### config.mk
export PLATFORM = sky130hd
export DESIGN_NAME = url_percent_decoder_core
export DESIGN_NICKNAME = d
export VERILOG_FILES = /design/src/design/upd_pkg.sv /design/src/design/url_percent_decoder_core.sv /design/src/design/upd_front.sv /design/src/design/upd_queue.sv /design/src/design/upd_back.sv
export SDC_FILE = /design/constraint.sdc
export NUM_CORES = 1
export LEC_CHECK = 0
export BUFFER_PORTS_ARGS = -buffer_cell sky130_fd_sc_hd__clkbuf_2
export CORE_MARGIN = 2
export CORE_UTILIZATION = 50
export DETAILED_ROUTE_END_ITERATION = 16
export PLACE_DENSITY = 0.68
export SYNTH_ARGS = -nofsm -noshare
export SYNTH_HDL_FRONTEND = slang
export SYNTH_SLANG_ARGS = --single-unit
### constraint.sdc
create_clock -name aclk -period 5.2 [get_ports aclk]
set_clock_uncertainty 0.1 [all_clocks]
set_input_delay 1.3 -clock aclk [delete_from_list [all_inputs] [get_ports aclk]]
set_output_delay 1.3 -clock aclk [all_outputs]
set_load 0.05 [all_outputs]
### src/design/upd_pkg.sv
// shared types, character constants and hex digit decode for the url percent decoder
package upd_pkg;

    localparam logic [7:0] CH_PERCENT   = 8'h25;
    localparam logic [7:0] CH_PLUS      = 8'h2B;
    localparam logic [7:0] CH_SPACE     = 8'h20;
    localparam int unsigned NIBBLE_SHIFT = 4;

    localparam int unsigned MAX_OUT      = 3;
    localparam int unsigned OUT_CNT_W    = $clog2(MAX_OUT + 1);
    localparam int unsigned QUEUE_DEPTH  = 4;
    localparam int unsigned QPTR_W       = $clog2(QUEUE_DEPTH);
    localparam int unsigned QCNT_W       = $clog2(QUEUE_DEPTH + 1);

    localparam logic [2:0] REG_PLUS_IS_SPACE = 3'd0;

    typedef struct packed {
        logic [7:0] in_byte;
        logic       in_last;
    } in_item_t;

    typedef struct packed {
        logic [7:0] out_byte;
        logic       out_last;
    } out_item_t;

    typedef struct packed {
        logic [OUT_CNT_W-1:0]        cnt;
        logic [MAX_OUT-1:0][7:0]     bytes;
        logic                        last;
    } cmd_t;

    // 0..15 for a hex digit, 16 for anything else
    function automatic logic [4:0] hex_value(input logic [7:0] b);
        logic [4:0] v;
        v = 5'd16;
        if (b >= 8'h30 && b <= 8'h39) begin
            v = 5'(b - 8'h30);
        end else if (b >= 8'h41 && b <= 8'h46) begin
            v = 5'(b - 8'h41 + 8'd10);
        end else if (b >= 8'h61 && b <= 8'h66) begin
            v = 5'(b - 8'h61 + 8'd10);
        end
        return v;
    endfunction

endpackage

### src/design/url_percent_decoder_core.sv
// top level of the url percent decoder: register port, front end, queue and back end
//
// Input channel s_valid/s_ready/s_item carries one encoded byte per item with
// in_last on the final byte of a message. Output channel m_valid/m_ready/m_item
// carries decoded bytes, out_last on the final decoded byte of the message.
// The APB port holds plus_is_space at address 0; write it only while idle.
// An input item may produce zero, one, two or three output items: a held
// percent sign or first digit is released when the escape is decided or the
// message ends.
// An accepted byte is written into the command queue, then into the output
// register that drives m_item. Throughput: one input item per cycle while each
// yields at most one byte and the queue has room; the back end emits one byte
// per cycle while m_ready allows, so items yielding two or three bytes hold it
// until all are out, and a four-entry command queue absorbs bursts. When the
// receiver stalls, the output register holds and the queue fills; s_ready drops
// only when the queue is full. Reset (aresetn low, synchronous) clears the
// escape state, the queue, the output valid and plus_is_space.
module url_percent_decoder_core
    import upd_pkg::*;
(
    input  logic        aclk,
    input  logic        aresetn,
    input  logic        psel,
    input  logic        penable,
    input  logic        pwrite,
    input  logic [2:0]  paddr,
    input  logic [31:0] pwdata,
    output logic [31:0] prdata,
    output logic        pready,
    input  logic        s_valid,
    output logic        s_ready,
    input  in_item_t    s_item,
    output logic        m_valid,
    input  logic        m_ready,
    output out_item_t   m_item
);

    logic              plus_reg;
    logic              cfg_wr;
    logic              push;
    cmd_t              cmd;
    logic              pop;
    cmd_t              head;
    logic              head_valid;
    logic              q_full;
    logic [QCNT_W-1:0] q_count;

    assign pready = 1'b1;
    assign cfg_wr = psel && penable && pwrite && pready;
    assign prdata = (paddr == REG_PLUS_IS_SPACE) ? {31'b0, plus_reg} : 32'b0;

    always_ff @(posedge aclk) begin
        if (!aresetn) begin
            plus_reg <= 1'b0;
        end else if (cfg_wr && paddr[2] == REG_PLUS_IS_SPACE[2]) begin
            plus_reg <= pwdata[0];
        end
    end

    assign s_ready = !q_full;

    upd_front u_front (
        .aclk          (aclk),
        .aresetn       (aresetn),
        .s_valid       (s_valid),
        .s_ready       (s_ready),
        .s_item        (s_item),
        .plus_is_space (plus_reg),
        .push          (push),
        .cmd           (cmd)
    );

    upd_queue u_queue (
        .aclk       (aclk),
        .aresetn    (aresetn),
        .push       (push),
        .push_cmd   (cmd),
        .pop        (pop),
        .head       (head),
        .head_valid (head_valid),
        .full       (q_full),
        .count      (q_count)
    );

    upd_back u_back (
        .aclk       (aclk),
        .aresetn    (aresetn),
        .head       (head),
        .head_valid (head_valid),
        .pop        (pop),
        .m_valid    (m_valid),
        .m_ready    (m_ready),
        .m_item     (m_item)
    );

    a_no_empty_cmd: assert property (@(posedge aclk) disable iff (!aresetn)
        push |-> cmd.cnt != '0)
        else $error("empty command pushed");

    a_count_bound: assert property (@(posedge aclk) disable iff (!aresetn)
        q_count <= QCNT_W'(QUEUE_DEPTH))
        else $error("queue count overflow");

    a_no_push_when_full: assert property (@(posedge aclk) disable iff (!aresetn)
        q_full && !pop |=> q_count == QCNT_W'(QUEUE_DEPTH) || $past(!push))
        else $error("push into full queue");

    a_drain: assert property (@(posedge aclk) disable iff (!aresetn)
        !head_valid && m_valid && m_ready |=> !m_valid)
        else $error("output valid without queued command");

    a_cmd_count: assert property (@(posedge aclk) disable iff (!aresetn)
        head_valid |-> head.cnt != '0 && head.cnt <= OUT_CNT_W'(MAX_OUT))
        else $error("bad command byte count at queue head");

endmodule

### src/design/upd_front.sv
// front end: accepts items, tracks escape state and issues emit commands
module upd_front
    import upd_pkg::*;
(
    input  logic     aclk,
    input  logic     aresetn,
    input  logic     s_valid,
    input  logic     s_ready,
    input  in_item_t s_item,
    input  logic     plus_is_space,
    output logic     push,
    output cmd_t     cmd
);

    localparam logic [1:0] PH_IDLE  = 2'd0;
    localparam logic [1:0] PH_PCT   = 2'd1;
    localparam logic [1:0] PH_DIGIT = 2'd2;

    logic [1:0] phase_reg, phase_next;
    logic [7:0] held_reg, held_next;

    logic       accept;
    logic [7:0] b;
    logic       lst;
    logic [4:0] hv;
    logic [4:0] held_hv;
    logic       is_hex;
    logic       p_emit;
    logic [7:0] p_byte;
    logic [1:0] p_phase;

    assign accept  = s_valid & s_ready;
    assign b       = s_item.in_byte;
    assign lst     = s_item.in_last;
    assign hv      = hex_value(b);
    assign held_hv = hex_value(held_reg);
    assign is_hex  = ~hv[4];

    // plain handling with no escape pending
    assign p_emit  = !(b == CH_PERCENT && !lst);
    assign p_byte  = (b == CH_PLUS && plus_is_space) ? CH_SPACE : b;
    assign p_phase = p_emit ? PH_IDLE : PH_PCT;

    always_comb begin
        cmd        = '0;
        cmd.last   = lst;
        phase_next = phase_reg;
        held_next  = held_reg;
        unique case (phase_reg)
            PH_PCT: begin
                if (is_hex) begin
                    if (lst) begin
                        cmd.cnt      = OUT_CNT_W'(2);
                        cmd.bytes[0] = CH_PERCENT;
                        cmd.bytes[1] = b;
                        phase_next   = PH_IDLE;
                    end else begin
                        held_next  = b;
                        phase_next = PH_DIGIT;
                    end
                end else begin
                    cmd.cnt      = p_emit ? OUT_CNT_W'(2) : OUT_CNT_W'(1);
                    cmd.bytes[0] = CH_PERCENT;
                    cmd.bytes[1] = p_byte;
                    phase_next   = p_phase;
                end
            end
            PH_DIGIT: begin
                if (is_hex) begin
                    cmd.cnt      = OUT_CNT_W'(1);
                    cmd.bytes[0] = ({4'b0, held_hv[3:0]} << NIBBLE_SHIFT) | {4'b0, hv[3:0]};
                    phase_next   = PH_IDLE;
                end else begin
                    cmd.cnt      = p_emit ? OUT_CNT_W'(3) : OUT_CNT_W'(2);
                    cmd.bytes[0] = CH_PERCENT;
                    cmd.bytes[1] = held_reg;
                    cmd.bytes[2] = p_byte;
                    phase_next   = p_phase;
                end
            end
            default: begin
                cmd.cnt      = p_emit ? OUT_CNT_W'(1) : OUT_CNT_W'(0);
                cmd.bytes[0] = p_byte;
                phase_next   = p_phase;
            end
        endcase
    end

    assign push = accept && (cmd.cnt != '0);

    always_ff @(posedge aclk) begin
        if (!aresetn) begin
            phase_reg <= PH_IDLE;
            held_reg  <= '0;
        end else if (accept) begin
            phase_reg <= phase_next;
            held_reg  <= held_next;
        end
    end

endmodule

### src/design/upd_queue.sv
// short command queue between front and back end
module upd_queue
    import upd_pkg::*;
(
    input  logic              aclk,
    input  logic              aresetn,
    input  logic              push,
    input  cmd_t              push_cmd,
    input  logic              pop,
    output cmd_t              head,
    output logic              head_valid,
    output logic              full,
    output logic [QCNT_W-1:0] count
);

    cmd_t              mem_reg [QUEUE_DEPTH];
    logic [QPTR_W-1:0] wr_ptr_reg, wr_ptr_next;
    logic [QPTR_W-1:0] rd_ptr_reg, rd_ptr_next;
    logic [QCNT_W-1:0] count_reg, count_next;

    assign head       = mem_reg[rd_ptr_reg];
    assign head_valid = (count_reg != '0);
    assign full       = (count_reg == QCNT_W'(QUEUE_DEPTH));
    assign count      = count_reg;

    always_comb begin
        wr_ptr_next = push ? wr_ptr_reg + QPTR_W'(1) : wr_ptr_reg;
        rd_ptr_next = pop  ? rd_ptr_reg + QPTR_W'(1) : rd_ptr_reg;
        count_next  = count_reg;
        if (push && !pop) begin
            count_next = count_reg + QCNT_W'(1);
        end else if (pop && !push) begin
            count_next = count_reg - QCNT_W'(1);
        end
    end

    always_ff @(posedge aclk) begin
        if (push) begin
            mem_reg[wr_ptr_reg] <= push_cmd;
        end
    end

    always_ff @(posedge aclk) begin
        if (!aresetn) begin
            wr_ptr_reg <= '0;
            rd_ptr_reg <= '0;
            count_reg  <= '0;
        end else begin
            wr_ptr_reg <= wr_ptr_next;
            rd_ptr_reg <= rd_ptr_next;
            count_reg  <= count_next;
        end
    end

endmodule

### src/design/upd_back.sv
// back end: walks the head command and emits one byte per cycle into the output register while m_ready allows
module upd_back
    import upd_pkg::*;
(
    input  logic      aclk,
    input  logic      aresetn,
    input  cmd_t      head,
    input  logic      head_valid,
    output logic      pop,
    output logic      m_valid,
    input  logic      m_ready,
    output out_item_t m_item
);

    logic [OUT_CNT_W-1:0] idx_reg, idx_next;
    logic                 m_valid_reg, m_valid_next;
    out_item_t            m_item_reg, m_item_next;
    logic                 emit;
    logic                 last_byte;

    assign emit      = head_valid && (!m_valid_reg || m_ready);
    assign last_byte = (idx_reg == head.cnt - OUT_CNT_W'(1));
    assign pop       = emit && last_byte;

    always_comb begin
        idx_next     = idx_reg;
        m_item_next  = m_item_reg;
        m_valid_next = m_valid_reg && !m_ready;
        if (emit) begin
            m_valid_next         = 1'b1;
            m_item_next.out_byte = head.bytes[idx_reg[1:0]];
            m_item_next.out_last = head.last && last_byte;
            idx_next             = last_byte ? '0 : idx_reg + OUT_CNT_W'(1);
        end
    end

    always_ff @(posedge aclk) begin
        if (!aresetn) begin
            idx_reg     <= '0;
            m_valid_reg <= 1'b0;
        end else begin
            idx_reg     <= idx_next;
            m_valid_reg <= m_valid_next;
        end
    end

    always_ff @(posedge aclk) begin
        m_item_reg <= m_item_next;
    end

    assign m_valid = m_valid_reg;
    assign m_item  = m_item_reg;

endmodule
* Word-level counts from Yosys, hierarchy flattened
Memory sizes are Yosys's and may differ from the RTL's. A register that Yosys moved wholly into a read port is not among the register bits.
Index checks and enable logic that the tools add are counted.
** Word-level totals
- Flip-flop bits (word level) :: 30
- Bits in writable memories :: 108
- Input port bits :: 51
- Output and inout port bits :: 44
- Word-level logic and storage cells :: 118
- Memories kept :: 1
** Cells by class
- $add $sub $neg :: 16
- Magnitude comparators :: 13
- Equal/unequal tests :: 6
- Mux-type cells :: 37
- Bitwise logic cells :: 5
- Reductions and logical operators :: 30
** Memory list
- u_queue.mem_reg :: words 4, bits a word 27, read ports 1, clocked after memory_dff 1, wr ports 1, RTL line upd_queue.sv:16 : cmd_t mem_reg [QUEUE_DEPTH];
** Operators by type and width (number)
- 16-bit two-way mux :: 3
- 8-bit by 7-bit >= comparator with 1-bit output, second input constant :: 4
- 8-bit by 7-bit less-or-equal comparator with 1-bit output, second input constant :: 4
- 8-bit two-way mux :: 4
- 8-bit case mux with 2 select lines :: 2
- 2-bit two-way mux :: 10
- 1-bit logical AND :: 18
- 8-bit binary-select mux with 2-bit select :: 1
- 8-bit by 6-bit == test with 1-bit output, second input constant :: 2
- 8-bit by 6-bit >= comparator with 1-bit output, second input constant :: 2
- 8-bit by 6-bit less-or-equal comparator with 1-bit output, second input constant :: 2
- 5-bit two-way mux :: 3
- 4-bit two-way mux :: 3
- 4-bit by 1-bit subtractor with 4-bit output, second input constant :: 3
- 5-bit by 4-bit adder with 5-bit output, second input constant :: 2
- 5-bit by 1-bit subtractor with 5-bit output, second input constant :: 2
- 4-bit adder, second input constant :: 2
- 8-bit by 4-bit OR with 8-bit output :: 1
- 2-bit case mux with 2 select lines :: 2
- 1-bit two-way mux :: 7
- 2-bit by 1-bit adder with 2-bit output, second input constant :: 3
- 1-bit zero test :: 6
- 3-bit two-way mux :: 2
- 5-bit subtractor, second input constant :: 1
- other kinds (15) :: 18

* Depth between registers and ports, before layout
- Word-level depth :: 13
- Depth in mapped cells :: 13
- Depth with buffers taken out :: 13

* Hierarchy
From an unflattened synthesis, not the netlist that was laid out.
** Unflattened totals
- Cells, all modules :: 434
- Area total of the unflattened synthesis :: 6526.3 sq um
** By module, submodules not included
- upd_queue :: times used 1, cells an instance 184, area an instance 4390.5 sq um
- upd_front :: times used 1, cells an instance 149, area an instance 1182.4 sq um
- upd_back :: times used 1, cells an instance 60, area an instance 631.9 sq um
- url_percent_decoder_core :: times used 1, cells an instance 41, area an instance 321.6 sq um

* Worst setup path after synthesis
No wires, ideal clock.
- Kind :: input port to output port
- Start point :: input port paddr[1]
- End point :: output port prdata[0]
- Arrival time :: 2957 ps
- Slack :: 843 ps
- Stages on the path :: 1
- Cells stage by stage :: nor4b_1
** On the way
- Cells in the longest elaborated chain, start to end :: 2
** Ends and longest elaborated chain
- start, declared :: RTL line url_percent_decoder_core.sv:26 : input logic [2:0] paddr,
- 3-bit zero test :: RTL line url_percent_decoder_core.sv:50 : assign prdata = (paddr == REG_PLUS_IS_SPACE) ? {31'b0, plus_reg} : 32'b0;
- 1-bit two-way mux :: RTL line url_percent_decoder_core.sv:50
- end, declared :: RTL line url_percent_decoder_core.sv:28 : output logic [31:0] prdata,
Every way passes these cells.

* Worst setup path after layout
- Start point :: input port s_item[2] (netlist bit)
- End point :: register u_queue.count_reg[2], in the netlist u_queue.count[2]
** On the way
- Cells in the longest elaborated chain, start to end :: 12
- Elaborated cells between the ends (all ways) :: 32
** Ends and longest elaborated chain
- start, declared :: RTL line url_percent_decoder_core.sv:32 : input in_item_t s_item,
- 5-bit by 1-bit subtractor with 5-bit output, or another cell as far along :: RTL line upd_pkg.sv:40, upd_pkg.sv:42
- 5-bit by 4-bit adder with 5-bit output / 1-bit logical AND (equally long branches) :: RTL line upd_pkg.sv:40, upd_pkg.sv:42, upd_pkg.sv:41
- 5-bit two-way mux :: RTL line upd_pkg.sv:41 : end else if (b >= 8'h61 && b <= 8'h66) begin
- 5-bit two-way mux :: RTL line upd_pkg.sv:39 : end else if (b >= 8'h41 && b <= 8'h46) begin
- 5-bit two-way mux :: RTL line upd_pkg.sv:37 : if (b >= 8'h30 && b <= 8'h39) begin
- 2-bit two-way mux (on tied branches) :: RTL line upd_front.sv:69, upd_front.sv:51
- 2-bit case mux with 2 select lines (*) :: RTL line upd_front.sv:49 : unique case (phase_reg)
- 2-bit nonzero test (*) :: RTL line upd_front.sv:89 : assign push = accept && (cmd.cnt != '0);
- 1-bit logical AND (*) :: RTL line upd_front.sv:89
- net push :: RTL line url_percent_decoder_core.sv:40 : logic push;
- 1-bit zero test :: RTL line upd_queue.sv:32 : end else if (pop && !push) begin
- 1-bit logical AND :: RTL line upd_queue.sv:32
- 2-bit nonzero test (no line)
- end signal, assigned :: RTL line upd_queue.sv:51 : count_reg <= count_next;
- end, declared :: RTL line upd_queue.sv:19 : logic [QCNT_W-1:0] count_reg, count_next;
The timed path passes the listed nets; every way through them passes the cells marked *.
A chain may end at the register's enable or synchronous reset.

==> key figures <==
Final layout
  – Post-layout nets: 554
  – Flip-flop count of the largest register after layout: 108
  – Synthesis-to-finish area growth: 12.9%
  – Count of inserted antenna diode cells: 0
  – Filler Cell Count: 999
  – Share of layout cells above drive strength 1: 0.204
  – Cell area after layout: 7300 um2
  – Number of cells in the finished layout apart from fillers: 671

Clock tree
  – H-tree levels: 4
  – CTS Sinks: 140
  – Buffers inserted during post-CTS setup optimization: 0
  – Root cell of the clock tree: clkbuf_16
  – Clk_lat worst skew: 0.41 ns
  – Num CTS Buffers: 17
  – Clock-pin slew on the worst setup and hold paths: 0.06 ns
  – Total of hold buffers inserted after clock tree synthesis: 0
  – Clock Path Buffers: 2
  – Number of gates resized after CTS: 0
  – TritonCTS clock tree: done

Worst setup path
  – Arrival time worst endpoint: 4.49 ns
  – Number of cells traversed by the worst register-to-register path: 11
  – Critical path launch point type: input port
  – Endpoint class of the critical path: register
  – Crit path required time: 5.43 ns
  – Critical path class: input port to register
  – Largest fanout of any net on the critical path: 9

Run
  – Number of max-capacitance violations reported: 0

Global route
  – Global-route usage over all layers: 0.186
  – Number of global-route vias before repair: 3562
  – Wire length of the first global-routing pass: 19600 um
  – Largest net degree at the start of global routing: 33
  – GRT overflow: 0
  – Antenna violations before repair: 0

Timing
  – Final hold slack: 0.371 ns
  – Setup repair after global routing missed its margin: no
  – Count of final hold-check violations: 0
  – Max_slew headroom: 0.415
  – Setup violations, final: 0
  – Transition at the pin with the smallest max-transition slack: 0.876 ns
  – Number of max-slew violations in the final report: 0
  – Worst-case setup margin in the final layout: 0.943 ns
  – Final clock period utilization by the worst path: 0.819
  – Clock period minus worst slack: 4.26 ns
  – Max Freq: 235 MHz
  – Setup tns final: 0 ns

Yosys
  – Post-synthesis xor/xnor area fraction: 0.0122
  – Fraction of synthesized area in multiplexers: 0.121
  – Compound-cell area share of the yosys netlist: 0.0693
  – Mean instance size in the synthesized netlist: 14.3 um2
  – Number of enable flip-flop cells after synthesis: 117
  – Async SR Flop Fraction: 0
  – FF+latch count, synth: 140
  – Share of synthesized cell area in and, or, nand and nor gates: 0.0871
  – Fraction of the mapped netlist area in adder cells: 0.0321
  – Count of cell types in the netlist: 56
  – Predominant post-synthesis flop cell: edfxtp_1
  – Dominant combinational cell family by area after synthesis: multiplexers
  – Fraction of the yosys area taken by sequential cells: 0.615
  – Netlist Area Pre-Place: 6470 um2
  – Synth Instances: 451
  – Syn. warnings: 0

Die
  – Die W: 118 um
  – Floorplan die height: 118 um
  – Num rows: 41
  – Initial core utilization: 0.512
  – Floorplan die area: 13900 um2
  – Floorplan Core Area: 12600 um2
  – IO Pins: 95

Placement
  – Placed Cells incl. Taps: 640
  – Routability congestion estimate: 0.832
  – Post-DP HPWL: 7740 um
  – Post-placement cell area: 6670 um2
  – Count of port buffers added during placement: 31
  – Place WS: 0.503 ns

Route
  – Overall routed net length: 12100 um
  – Remaining routing DRC violations: 0
  – Via count: 3664
  – Via-per-instance ratio: 5.46
  – DR WL/cell: 18.0 um
  – First-pass DRT Iterations: 5
  – Number of nets still failing antenna checks after routing: 0
  – First DRT Iteration DRCs: 285

Hold path
  – Number of stages on the worst hold path: 2
  – Hold WC Path Type: register to register

Status
  – Run status: completed

Pwr
  – Leakage power figure: 2.58 nW
  – Peak supply drop: 0.000251 V
  – Total power divided by cell area: 484 nW/um2
## routing by layer
layer	wire length, um	track usage	share of wire
met1	5300	0.252	0.44
met3	657	0.0431	0.054
met5	0	0	0
met4	104	0.0617	0.0086
met2	6020	0.298	0.50
## cell usage after synthesis, drive strengths merged, types with 3 or more instances
library cell	count	share of area
a21boi	3	0.0035
a21oi	5	0.0039
a22o	6	0.0081
a31oi	4	0.0039
and2	12	0.012
and3	4	0.0039
buf	41	0.046
clkbuf	10	0.0058
dfxtp	23	0.071
edfxtp	117	0.54
ha	15	0.029
inv	19	0.011
mux2i	16	0.025
mux4	27	0.094
nand2	33	0.019
nand2b	10	0.010
nand3	13	0.010
nor2	15	0.0087
nor2b	4	0.0039
nor3	4	0.0031
o21ai	19	0.015
o22ai	9	0.0087
o2bb2ai	3	0.0041
or2	3	0.0029
xnor2	7	0.0095
## power by group
part | internal [W] | switching, W | leakage (nW)
sequential | 0.00139 | 0.0000895 | 1.26
combinational | 0.000279 | 0.000493 | 1.03
clock | 0.000846 | 0.000431 | 0.299
## stage by stage
| stage | utilization | total power, W |
|---|---|---|
| floorplan | - | 0.00211 |
| global placement | 0.529 | 0.00226 |
| detailed placement | 0.529 | 0.00229 |
| CTS | 0.578 | 0.00357 |
| global route | 0.578 | 0.00370 |
| finish | 0.578 | 0.00353 |
## cells by family after synthesis
family                     Yosys count
other                                2
DFF                                140
buffers and inverters               71
and+or+nand+nor                    107
AOI/OAI and AO/OA                   62
adders and majority gates           16
xor gates and xnor gates             9
muxes                               44
## final timing paths
path	end	from	slack, ns
worst min register to register	u_front.phase_reg[1]	u_front.phase_reg[1]	0.37
worst max-delay path	u_queue.count[2]	s_item[2]	0.94
worst min-delay path	u_front.phase_reg[1]	u_front.phase_reg[1]	0.37
worst max register to register	u_queue.count[2]	register	1.79
## final cells by class
type                    instances  area [um2]  area share
flip-flops and latches        140        3980       0.545
multi-input cells             270        2200       0.301
clock buffers                  19         433      0.0593
well taps                     172         215      0.0295
repair buffers                 38         208      0.0285
clock inverters                12         195      0.0267
inverters                      20        75.1      0.0103
## layout by cell type (no fill, tap or decap), drive strengths merged, types with 6 or more instances in the layout
master	count
a22o	6
and2	12
buf	7
clkbuf	50
conb	32
dfxtp	23
edfxtp	117
ha	15
inv	20
mux2i	16
mux4	27
nand2	33
nand2b	10
nand3	13
nor2	15
o21ai	19
o22ai	9
xnor2	7
## critical path, stage by stage
cell and delay [ns]:
clkbuf_2 0.21, inv_1 0.10, ha_1 0.22, or3b_1 0.36, nand4b_1 0.15, o21ba_4 0.20
nor3_1 0.09, a221oi_2 0.51, ha_1 0.28, inv_1 0.06, fa_1 0.37, xor2_1 0.18
or3_1 0.30, a21boi_0 0.16
Note: power is estimated with default switching activity, not from simulation.
